### config.mk
export PLATFORM = sky130hd
export DESIGN_NAME = sha256_hash_engine
export DESIGN_NICKNAME = d
export VERILOG_FILES = /design/src/sv/sha_pkg.sv /design/src/sv/sha_core.sv /design/src/sv/sha256_hash_engine.sv
export SDC_FILE = /design/constraint.sdc
export NUM_CORES = 2
export LEC_CHECK = 0
export ABC_AREA = 1
export ABC_CLOCK_PERIOD_IN_PS = 30100
export BUFFER_PORTS_ARGS = -buffer_cell sky130_fd_sc_hd__buf_2
export CORE_MARGIN = 5
export CORE_UTILIZATION = 40
export CTS_BUF_LIST = sky130_fd_sc_hd__clkbuf_16
export DETAILED_ROUTE_END_ITERATION = 8
export PLACE_DENSITY = 0.61
export SYNTH_ARGS = -nofsm -noshare
export SYNTH_HDL_FRONTEND = slang
export SYNTH_SLANG_ARGS = --single-unit
### constraint.sdc
create_clock -name clk -period 30.1 [get_ports clk]
set_clock_uncertainty 0.05 [all_clocks]
set_input_delay 3.01 -clock clk [delete_from_list [all_inputs] [get_ports clk]]
set_output_delay 3.01 -clock clk [all_outputs]
set_load 0.01 [all_outputs]
### src/sv/sha_pkg.sv
// sha-256 engine package: round constants, initial hash values, helpers
// no dependencies
`timescale 1ns / 1ps
package sha_pkg;
	localparam int unsigned BLK_BYTES = 64;
	localparam logic [63:0] LEN_LIMIT = 64'h1FFF_FFFF_FFFF_FFFF;

	function automatic logic [31:0] round_k(input logic [5:0] i);
		logic [31:0] k [64];
		k = '{
			32'h428a2f98, 32'h71374491, 32'hb5c0fbcf, 32'he9b5dba5, 32'h3956c25b, 32'h59f111f1,
			32'h923f82a4, 32'hab1c5ed5, 32'hd807aa98, 32'h12835b01, 32'h243185be, 32'h550c7dc3,
			32'h72be5d74, 32'h80deb1fe, 32'h9bdc06a7, 32'hc19bf174, 32'he49b69c1, 32'hefbe4786,
			32'h0fc19dc6, 32'h240ca1cc, 32'h2de92c6f, 32'h4a7484aa, 32'h5cb0a9dc, 32'h76f988da,
			32'h983e5152, 32'ha831c66d, 32'hb00327c8, 32'hbf597fc7, 32'hc6e00bf3, 32'hd5a79147,
			32'h06ca6351, 32'h14292967, 32'h27b70a85, 32'h2e1b2138, 32'h4d2c6dfc, 32'h53380d13,
			32'h650a7354, 32'h766a0abb, 32'h81c2c92e, 32'h92722c85, 32'ha2bfe8a1, 32'ha81a664b,
			32'hc24b8b70, 32'hc76c51a3, 32'hd192e819, 32'hd6990624, 32'hf40e3585, 32'h106aa070,
			32'h19a4c116, 32'h1e376c08, 32'h2748774c, 32'h34b0bcb5, 32'h391c0cb3, 32'h4ed8aa4a,
			32'h5b9cca4f, 32'h682e6ff3, 32'h748f82ee, 32'h78a5636f, 32'h84c87814, 32'h8cc70208,
			32'h90befffa, 32'ha4506ceb, 32'hbef9a3f7, 32'hc67178f2};
		return k[i];
	endfunction

	function automatic logic [31:0] init_h(input logic [2:0] i);
		logic [31:0] h [8];
		h = '{32'h6a09e667, 32'hbb67ae85, 32'h3c6ef372, 32'ha54ff53a,
			32'h510e527f, 32'h9b05688c, 32'h1f83d9ab, 32'h5be0cd19};
		return h[i];
	endfunction

	function automatic logic [31:0] rotr(input logic [31:0] x, input int unsigned n);
		return (x >> n) | (x << (32 - n));
	endfunction
endpackage

### src/sv/sha_core.sv
// sha-256 compression core: one round per cycle over a 16-word schedule window; rounds 0..15 wait for their word
// depends on sha_pkg
`timescale 1ns / 1ps
module sha_core (
	input  logic                 clk,
	input  logic                 arst_n,
	input  logic                 start,     // pulse to load h_in and restart the rounds; words follow on word_vld
	input  logic                 word_vld,  // message word for rounds 0..15
	input  logic [31:0]          word_in,
	input  logic [7:0][31:0]     h_in,
	output logic [7:0][31:0]     h_out,
	output logic                 done
);
	import sha_pkg::*;

	logic [7:0][31:0]  v_q;
	logic [15:0][31:0] w_q;
	logic [6:0]        rnd_q;
	logic              busy_q;
	logic [31:0]       w_cur, t1, t2, s0, s1, e, a, p, q;

	// schedule word and t1, t2 for this round
	always_comb begin
		p = w_q[1];
		q = w_q[14];
		s0 = rotr(p, 7) ^ rotr(p, 18) ^ (p >> 3);
		s1 = rotr(q, 17) ^ rotr(q, 19) ^ (q >> 10);
		w_cur = (rnd_q < 7'd16) ? word_in : (w_q[0] + s0 + w_q[9] + s1);
		e = v_q[4];
		a = v_q[0];
		t1 = v_q[7] + (rotr(e, 6) ^ rotr(e, 11) ^ rotr(e, 25)) +
			((e & v_q[5]) ^ (~e & v_q[6])) + round_k(rnd_q[5:0]) + w_cur;
		t2 = (rotr(a, 2) ^ rotr(a, 13) ^ rotr(a, 22)) +
			((a & v_q[1]) ^ (a & v_q[2]) ^ (v_q[1] & v_q[2]));
	end

	// round sequencer; rounds 0..15 wait for incoming words
	always_ff @(posedge clk or negedge arst_n) begin
		if (!arst_n) begin
			busy_q <= 1'b0;
			rnd_q  <= '0;
			done   <= 1'b0;
		end else begin
			done <= 1'b0;
			if (start) begin
				busy_q <= 1'b1;
				rnd_q  <= '0;
			end else if (busy_q && (rnd_q >= 7'd16 || word_vld)) begin
				if (rnd_q == 7'd63) begin
					busy_q <= 1'b0;
					done   <= 1'b1;
				end
				rnd_q <= rnd_q + 7'd1;
			end
		end
	end

	// working variables and schedule window
	always_ff @(posedge clk) begin
		if (start) begin
			v_q <= h_in;
		end else if (busy_q && (rnd_q >= 7'd16 || word_vld)) begin
			w_q <= {w_cur, w_q[15:1]};
			v_q <= {v_q[6:4], v_q[3] + t1, v_q[2:0], t1 + t2};
		end
	end

	always_comb begin
		for (int i = 0; i < 8; i++) h_out[i] = h_in[i] + v_q[i];
	end
endmodule

### src/sv/sha256_hash_engine.sv
// sha-256 engine top level: byte buffer memory, padding sequencer, digest output
// depends on sha_pkg, sha_core
`timescale 1ns / 1ps
// Usage:
// s_axis carries one item per request: tuser = req_type, tdata = data_byte.
// An append item is accepted while the engine is idle, so bytes can follow
// back to back. The 64th byte of a block starts a compression: the buffer
// memory is read back one byte per cycle (registered read), rounds 0..15
// each take a word once its four bytes are read and rounds 16..63 run one
// per cycle, and s_axis_tready stays low until the block is compressed. A
// finish item writes the 0x80 marker, pads zeros and the bit length in the
// buffer memory one byte a cycle, compresses one or two blocks, then emits
// eight digest words on m_axis (tdata = digest_word, tuser = word_index,
// last_word, length_error; tlast = last_word). An overflowed length gives
// a single error item instead. m_axis is a registered output; while the
// receiver stalls the word holds and the engine waits. After reset or a
// finish, hash words and counters take their initial values; the buffer
// contents are not cleared.
module sha256_hash_engine (
	input  logic        clk,
	input  logic        arst_n,
	input  logic        s_axis_tvalid,
	output logic        s_axis_tready,
	input  logic [7:0]  s_axis_tdata,   // [7:0] data_byte
	input  logic        s_axis_tuser,   // [0] req_type
	output logic        m_axis_tvalid,
	input  logic        m_axis_tready,
	output logic [31:0] m_axis_tdata,   // [31:0] digest_word
	output logic [4:0]  m_axis_tuser,   // [2:0] word_index, [3] last_word, [4] length_error
	output logic        m_axis_tlast
);
	import sha_pkg::*;

	localparam logic [3:0] ST_IDLE = 4'd0, ST_PAD = 4'd1, ST_LEN = 4'd2, ST_RD = 4'd3,
		ST_RUN = 4'd4, ST_OUT = 4'd5, ST_WR = 4'd6, ST_ERR = 4'd7;

	logic [3:0]        st_q;
	logic [7:0]        mem [BLK_BYTES];
	logic [7:0]        rd_q;
	logic [5:0]        fill_q, ptr_q;
	logic [63:0]       bytes_q;
	logic              ovf_q, fin_q, two_q;
	logic [7:0][31:0]  h_q, h_out;
	logic [31:0]       word_q;
	logic [3:0]        rdw_q;   // word being read
	logic [1:0]        bsel_q;
	logic              rd_vld_q, wvld_q, start_q, done;
	logic [2:0]        oi_q;
	logic              we;
	logic [5:0]        waddr;
	logic [7:0]        wdata;
	logic [63:0]       bits;

	assign bits = {bytes_q[60:0], 3'b000};
	assign s_axis_tready = (st_q == ST_IDLE);

	// buffer memory write port
	always_comb begin
		we = 1'b0;
		waddr = fill_q;
		wdata = s_axis_tdata;
		case (st_q)
			ST_IDLE: we = s_axis_tvalid && !s_axis_tuser;
			ST_WR: begin
				we = 1'b1; wdata = 8'h80;
			end
			ST_PAD: begin
				we = 1'b1; waddr = ptr_q; wdata = 8'h00;
			end
			ST_LEN: begin
				we = 1'b1; waddr = ptr_q;
				wdata = bits[8 * (63 - ptr_q) +: 8];
			end
			default: we = 1'b0;
		endcase
	end

	always_ff @(posedge clk) begin
		if (we) mem[waddr] <= wdata;
		rd_q <= mem[{rdw_q, bsel_q}];
	end

	sha_core u_core (
		.clk(clk), .arst_n(arst_n), .start(start_q), .word_vld(wvld_q),
		.word_in(word_q), .h_in(h_q), .h_out(h_out), .done(done)
	);

	// control sequencer
	always_ff @(posedge clk or negedge arst_n) begin
		if (!arst_n) begin
			st_q <= ST_IDLE;
			fill_q <= '0; bytes_q <= '0; ovf_q <= 1'b0; fin_q <= 1'b0; two_q <= 1'b0;
			for (int i = 0; i < 8; i++) h_q[i] <= init_h(3'(i));
			m_axis_tvalid <= 1'b0;
			rdw_q <= '0; bsel_q <= '0; rd_vld_q <= 1'b0; wvld_q <= 1'b0;
			start_q <= 1'b0; ptr_q <= '0; oi_q <= '0; word_q <= '0;
		end else begin
			start_q <= 1'b0;
			wvld_q <= 1'b0;
			case (st_q)
				ST_IDLE: if (s_axis_tvalid) begin
					if (!s_axis_tuser) begin
						if (bytes_q != '1) bytes_q <= bytes_q + 64'd1;
						if (bytes_q >= LEN_LIMIT) ovf_q <= 1'b1;
						fill_q <= fill_q + 6'd1;
						fin_q <= 1'b0;
						if (fill_q == 6'd63) begin
							st_q <= ST_RD; start_q <= 1'b1;
							rdw_q <= '0; bsel_q <= '0; rd_vld_q <= 1'b0;
						end
					end else if (ovf_q) begin
						st_q <= ST_ERR; m_axis_tvalid <= 1'b1;
					end else begin
						st_q <= ST_WR; fin_q <= 1'b1;
					end
				end
				ST_WR: begin
					ptr_q <= fill_q + 6'd1;
					two_q <= (fill_q >= 6'd56);
					if (fill_q == 6'd63) begin
						st_q <= ST_RD; start_q <= 1'b1;
						rdw_q <= '0; bsel_q <= '0; rd_vld_q <= 1'b0;
					end else if (fill_q == 6'd55) st_q <= ST_LEN;
					else st_q <= ST_PAD;
				end
				ST_PAD: begin
					ptr_q <= ptr_q + 6'd1;
					if (ptr_q == 6'd63) begin
						st_q <= ST_RD; start_q <= 1'b1;
						rdw_q <= '0; bsel_q <= '0; rd_vld_q <= 1'b0;
					end else if (ptr_q == 6'd55 && !two_q) st_q <= ST_LEN;
				end
				ST_LEN: begin
					ptr_q <= ptr_q + 6'd1;
					if (ptr_q == 6'd63) begin
						st_q <= ST_RD; start_q <= 1'b1; two_q <= 1'b0;
						rdw_q <= '0; bsel_q <= '0; rd_vld_q <= 1'b0;
					end
				end
				// stream 16 words out of the buffer, byte by byte
				ST_RD: begin
					rd_vld_q <= 1'b1;
					{rdw_q, bsel_q} <= {rdw_q, bsel_q} + 6'd1;
					if (rd_vld_q) begin
						word_q <= {word_q[23:0], rd_q};
						if (bsel_q == 2'd0) wvld_q <= 1'b1;
					end
					if (rd_vld_q && bsel_q == 2'd0 && rdw_q == 4'd0) st_q <= ST_RUN;
				end
				ST_RUN: if (done) begin
					if (two_q) begin
						h_q <= h_out; ptr_q <= '0; two_q <= 1'b0; st_q <= ST_PAD;
					end else if (fin_q) begin
						h_q <= h_out; oi_q <= '0; st_q <= ST_OUT;
						m_axis_tvalid <= 1'b1;
					end else begin
						h_q <= h_out; st_q <= ST_IDLE;
					end
				end
				ST_OUT: if (m_axis_tready) begin
					oi_q <= oi_q + 3'd1;
					if (oi_q == 3'd7) begin
						m_axis_tvalid <= 1'b0; st_q <= ST_IDLE;
						for (int i = 0; i < 8; i++) h_q[i] <= init_h(3'(i));
						fill_q <= '0; bytes_q <= '0; ovf_q <= 1'b0; fin_q <= 1'b0;
					end
				end
				ST_ERR: if (m_axis_tready) begin
					m_axis_tvalid <= 1'b0; st_q <= ST_IDLE;
					for (int i = 0; i < 8; i++) h_q[i] <= init_h(3'(i));
					fill_q <= '0; bytes_q <= '0; ovf_q <= 1'b0; fin_q <= 1'b0;
				end
				default: st_q <= ST_IDLE;
			endcase
			// the final word of a block arrives after the read wraps
			if (st_q == ST_RUN && rd_vld_q) begin
				rd_vld_q <= 1'b0;
			end
		end
	end

	// digest and error item output
	always_comb begin
		m_axis_tdata = (st_q == ST_ERR) ? 32'd0 : h_q[oi_q];
		m_axis_tuser = (st_q == ST_ERR) ? 5'b11000 : {1'b0, oi_q == 3'd7, oi_q};
		m_axis_tlast = m_axis_tuser[3];
	end
endmodule
[After elaboration in Yosys (flattened, before gate mapping)]
Memories as Yosys holds them, arrays and structs flattened. A register that Yosys moved wholly into a read port is not among the register bits.
Index checks and enable logic that the tools add are counted.
Storage, ports and cells
  output and inout port bits: 40
  memories: 2
  bits in read-only memories: 2048
  input port bits: 13
  flip-flop bits (word level): 1161
  logic and storage cells: 297
  memory bits (writable): 512
Memory list
  (no name shown): words 64, bits a word 32, rd ports 1, clocked after Yosys merged registers in 0, write ports 0, RTL line sha_pkg.sv:22  | return k[i];
  mem: words 64, bits a word 8, rd ports 1, clocked after Yosys merged registers in 1, write ports 1, RTL line sha256_hash_engine.sv:38  | logic [7:0] mem [BLK_BYTES];
Operators by class
  eq/ne operators: 36
  bitwise gates (word level): 29
  shifts and indexed selects: 1
  mux-type cells: 109
  $add $sub $neg: 25
  order comparisons: 6
  reduce and logical (&&, ||, !) cells: 39
Operators with widths (count)
  two-way mux 256 bit: 6
  one-hot mux 256 bit (3 select lines): 1
  adder 32 bit: 18
  two-way mux 64 bit: 6
  bitwise XOR 32 bit: 9
  one-hot mux 64 bit (3 select lines): 1
  bitwise AND 32 bit: 5
  two-way mux 32 bit: 5
  binary-select mux 32 bit (select 3 bit): 1
  adder 64 x 1 -> 64 bit (second input constant): 1
  greater-or-equal comparator 64 x 61 -> 1 bit (second input constant): 1
  != test 64 bit (second input constant): 1
  variable part select 64 x 33 -> 8 bit: 1
  two-way mux 4 bit: 15
  two-way mux 6 bit: 8
  two-way mux 1 bit: 37
  one-hot mux 6 bit (3 select lines): 2
  NOT 32 bit: 1
  bitwise OR 10 x 32 -> 32 bit: 1
  bitwise OR 13 x 32 -> 32 bit: 1
  bitwise OR 14 x 32 -> 32 bit: 1
  bitwise OR 15 x 32 -> 32 bit: 1
  bitwise OR 19 x 32 -> 32 bit: 1
  bitwise OR 21 x 32 -> 32 bit: 1
  59 further kinds: 120

[Logic depth before layout (Yosys ltp)]
  depth in word-level cells: 11
  mapped depth: 50
  mapped depth without buffers: 50

[Modules after synthesis]
From an unflattened synthesis, not the netlist that was laid out.
Unflattened totals
  cells, all modules: 10815
  area, all modules: 98733.4 sq um
By module, submodules not included
  sha_core: seq. area each 23287.3 sq um, area each 57990.6 sq um, cells an instance 6559, times used 1
  sha256_hash_engine: seq. area each 25289.3 sq um, area each 40742.8 sq um, cells an instance 4256, times used 1

[Worst setup path after synthesis]
Ideal clock, no wire load.
  path kind: register to register
  start: register u_core.rnd_q[5]
  end: register u_core.w_q, in the netlist u_core.p[0], enable pin
  buffers on the path: 0
  data arrival time: 22136 ps
  slack: 6508 ps
  cell stages (with the launch flop): 7
  clock period less this slack: 23592 ps
  setup time: 1406 ps
  data required time: 28644 ps
  cell sequence: dfrtp_1 nor2_1 inv_1 nor2_1 inv_1 o21ai_0 nor2_1
Between the ends
  cells in the longest elaborated chain, start to end: 4
RTL lines
  from (decl): RTL line sha_core.sv:18  | logic [6:0] rnd_q;
  from (signal assigned): RTL line sha_core.sv:53  | rnd_q <= rnd_q + 7'd1;
  greater-or-equal comparator 7 x 5 -> 1 bit: RTL line sha_core.sv:62  | end else if (busy_q && (rnd_q >= 7'd16 || word_vld)) begin
  logical OR 1 bit: RTL line sha_core.sv:62
  logical AND 1 bit: RTL line sha_core.sv:62
  AND reduction 2 bit (no source line)
  to (signal assigned): RTL line sha_core.sv:63  | w_q <= {w_cur, w_q[15:1]};
  to (decl): RTL line sha_core.sv:17  | logic [15:0][31:0] w_q;
No other way between the ends.
A chain may end at the register's enable or synchronous reset.

[Final worst setup path]
  start: register u_core.w_q, in the netlist u_core.p[10]
  end: register u_core.v_q, in the netlist u_core.a[22], data pin
Between the ends
  cells in the longest elaborated chain, start to end: 11
RTL lines
  bitwise OR 25 x 32 -> 32 bit: RTL line sha_pkg.sv:33  | return (x >> n) | (x << (32 - n));
  bitwise XOR 32 bit: RTL line sha_core.sv:26  | s0 = rotr(p, 7) ^ rotr(p, 18) ^ (p >> 3);
  bitwise XOR 32 x 29 -> 32 bit *: RTL line sha_core.sv:26
  adder 32 bit * (3 in a row): RTL line sha_core.sv:28  | w_cur = (rnd_q < 7'd16) ? word_in : (w_q[0] + s0 + w_q[9] + s1);
  two-way mux 32 bit *: RTL line sha_core.sv:28
  net u_core.w_cur[10]: RTL line sha_core.sv:20  | logic [31:0] w_cur, t1, t2, s0, s1, e, a, p, q;
  adder 32 bit *: RTL line sha_core.sv:32  | ((e & v_q[5]) ^ (~e & v_q[6])) + round_k(rnd_q[5:0]) + w_cur;
  adder 32 bit *: RTL line sha_core.sv:64  | v_q <= {v_q[6:4], v_q[3] + t1, v_q[2:0], t1 + t2};
  two-way mux 256 bit *: RTL line sha_core.sv:62
  two-way mux 256 bit *: RTL line sha_core.sv:60  | if (start) begin
  to (signal assigned): RTL line sha_core.sv:61  | v_q <= h_in;
  to (signal assigned): RTL line sha_core.sv:64
  to (decl): RTL line sha_core.sv:16  | logic [7:0][31:0] v_q;
The timed path passes the listed nets; every way through them passes the cells marked *. The select of a mux whose other input is x is not followed.

==> impl_results.md <==
- Setup crit start kind: flop
- Pin count of the biggest net entering global routing: 107
- Period minus WS final: around 11 ns
- Final Hold Vio Count: 0
- First-pass GRT wire length: 512,000 µm
- Tcrit/Tclk final: 0.350
- Io pins: 53
- Synth Register Bits: 1,680
- Initial antenna violation count: 12
- P&R area growth vs syn: 9.98%
- Critical path capture point type: flop
- Avg Inst Size Synth: 9.20 µm²
- Required time worst endpoint: 30.64 ns
- Critical Path Slowest Stage Cell: xor2_1
- TNS Setup: 0 ns
- Die width: 504 µm
- CTS sink cnt: 1,680
- Post-route worst setup slack: a little under 20 ns
- Fin. max-slew vios: 0
- # fillers: around 23,000
- Largest cells by area after synthesis: edfxtp_1 39%, nand2_1 6.7%, dfrtp_1 6.6%
- Fin util: 0.442
- Worst reg2reg path startpoint: u_core.p[10]
- Worst-path clk slew: 0.06 ns
- Cell Rows: around 180
- Core box area: around 240,000 µm²
- Root Buffer Master: clkbuf_16
- Mapped cell area: 97,600 µm²
- Crit. Startpoint: u_core.p[10]
- Nets: 11,200
- Final ANT Viol Nets: 0
- Dpl hpwl: 261,000 µm
- Post-Place Setup Slack: 19.64 ns
- Detailed Routing Iterations Pass 1: 7
- HP Class: flop to flop
- Ys async rst share: 0.233
- H-tree depth: 4
- Post-CTS setup buffers: 0
- CP Data Arrival Time: 11.08 ns
- Slew HR: 0.178
- Routed WL per cell: approximately 25 µm
- Max Cap Violations: 0
- Initial Utilization: 0.402
- Routability cong.: 1.01
- EDFF count, synth: about 1,300
- Count of final setup violators: 0
- Leading cell type by number of instances after synthesis: nand2_1
- Multi-input combinational cell area: 42,400 µm²
- CP peak stage delay: between 0.7 and 0.8 ns
- Post-Syn Nets: 11,200
- Routed WL: 353,000 µm
- Layout cells sized above 1: 0.0685
- Via count: roughly 78,000
- Syn Inst Count: 10,600
- Unrepaired setup endpoints after global routing: false
- Hold Buf Count CTS: 0
- DRT iter0 DRCs: about 8,700
- Post-CTS Resized: 0
- PortBufs: 52
- Top_reg_cell synth: edfxtp_1
- Die extent in y: 504 µm
- Clock latency on the worst-skew pair: 0.86 ns
- Status: finished, final reports clean
- Sequential element share of the synthesized area: 0.498
- CTS tree: yes
- Post-synth top area share: 0.394
- CTS Buffer Depth: 3
- Die Area: around 250,000 µm²
- Seq. cell area: between 40,000 and 50,000 µm²
- Worst-path maximum fanout: 5
- Least-Margin Pin Slew: 1.22 ns
- Clock buffer count from CTS: 187
- Netlist cell types: 79
- Peak Freq: 94.8 MHz
- # DRC: 0
- Vias in the first global route: around 76,000
- Grt ovf: 0
- Critical path type: flop to flop
- Area leader, netlist: edfxtp_1
- GRT Overall Usage: 0.269
- Most instantiated cells after synthesis: 1,749 x nand2_1, 1,311 x inv_1, 1,280 x edfxtp_1
- Vias per cell: 5.62
- Min-delay src: u_core.w_q[269]
- Yosys Warn Count: 0
## cell type report
cell class              count  area share
well taps                3202      0.0373
diodes                      4   0.0000932
clock inverters           167      0.0151
clock buffers             187      0.0436
inverters                1337      0.0470
repair buffers            146     0.00921
flip-flops and latches   1680       0.453
multi-input cells        7191       0.395
## layout by cell type, fill, tap and decap left out, drive strengths merged, types with 42 or more instances in the layout
cell type / count
or2: 77
ha: 411
dfrtp: 256
xor2: 204
nor2: 917
o22ai: 188
edfxtp: 1280
nand2: 1756
clkbuf: 187
a221oi: 42
xnor2: 167
o31ai: 56
nand4: 110
a21oi: 786
o21bai: 60
fa: 195
clkinv: 84
nor3: 131
o21ai: 1325
a31oi: 55
a21o: 61
buf: 146
inv: 1386
dfstp: 136
nand3: 368
## per-layer routing
| metal | up-vias | track usage | part of all wire |
|---|---|---|---|
| met5 | - | 0 | 0.00014 |
| met4 | 8 | 0.133 | 0.059 |
| met3 | 686 | 0.0372 | 0.065 |
| met2 | 3073 | 0.439 | 0.46 |
| met1 | 38100 | 0.353 | 0.41 |
| li1 | 36300 | - | - |
## final timing paths
path,to,slack [ns],cells after the start
max,u_core.a[22],19.56,39
max reg2reg,u_core.a[22],19.56,39
min in group asynchronous,h_q[244],2.07,1
min,u_core.w_q[237],0.33,0
min reg2reg,u_core.w_q[237],0.33,0
max in group asynchronous,bytes_q[29],24.39,5
## cell families (layout without fill, tap and decap cells)
kind of cell	after synthesis	count (layout)	share of synthesized area
adder cells (fa/ha/maj)	619	619	0.0940
flip-flops	1680	1680	0.498
AND/OR/NAND/NOR	3413	3413	0.147
XOR/XNOR	371	371	0.0333
AO/OA/AOI/OAI	2775	2775	0.159
buffers and inverters	1743	1837	0.0683
other	0	4	0
multiplexers	13	13	0.00150
## state kept, by name, indices dropped and copies added (netlist names), 2 cells and up
register and cells:
u_core.rnd_q 7, u_core.v_q 192, rd_q 8, mem 512
bsel_q 2, h_q 256, word_q 32, fill_q 6
st_q 3, u_core.e 32, u_core.a 32, u_core.p 32
ptr_q 6, rdw_q 4, u_core.q 32, oi_q 3
u_core.w_q 448, bytes_q 64
## stage by stage
step,cell area [µm²],hold slack (ns),instances
4_1_cts,107000,0.326,13900
2_1_floorplan,97600,0.350,10600
5_1_grt,107000,0.335,13900
6_report,107000,0.327,13900
3_3_place_gp,101000,0.350,13600
3_5_place_dp,101000,0.355,13600
## worst max-delay path, delay by kind of cell, from the launching register on
| family | cells | cell delay [ns] |
|---|---|---|
| adder cells (fa/ha/maj) | 8 | 3.60 |
| AO/OA/AOI/OAI | 11 | 2.66 |
| AND/OR/NAND/NOR | 10 | 1.63 |
| XOR/XNOR | 4 | 1.39 |
| flip-flops | 1 | 0.50 |
| buffers and inverters | 6 | 0.42 |
Power is not shown: default switching activity piles up to over one toggle a cycle in this logic, so the estimate is an artifact.
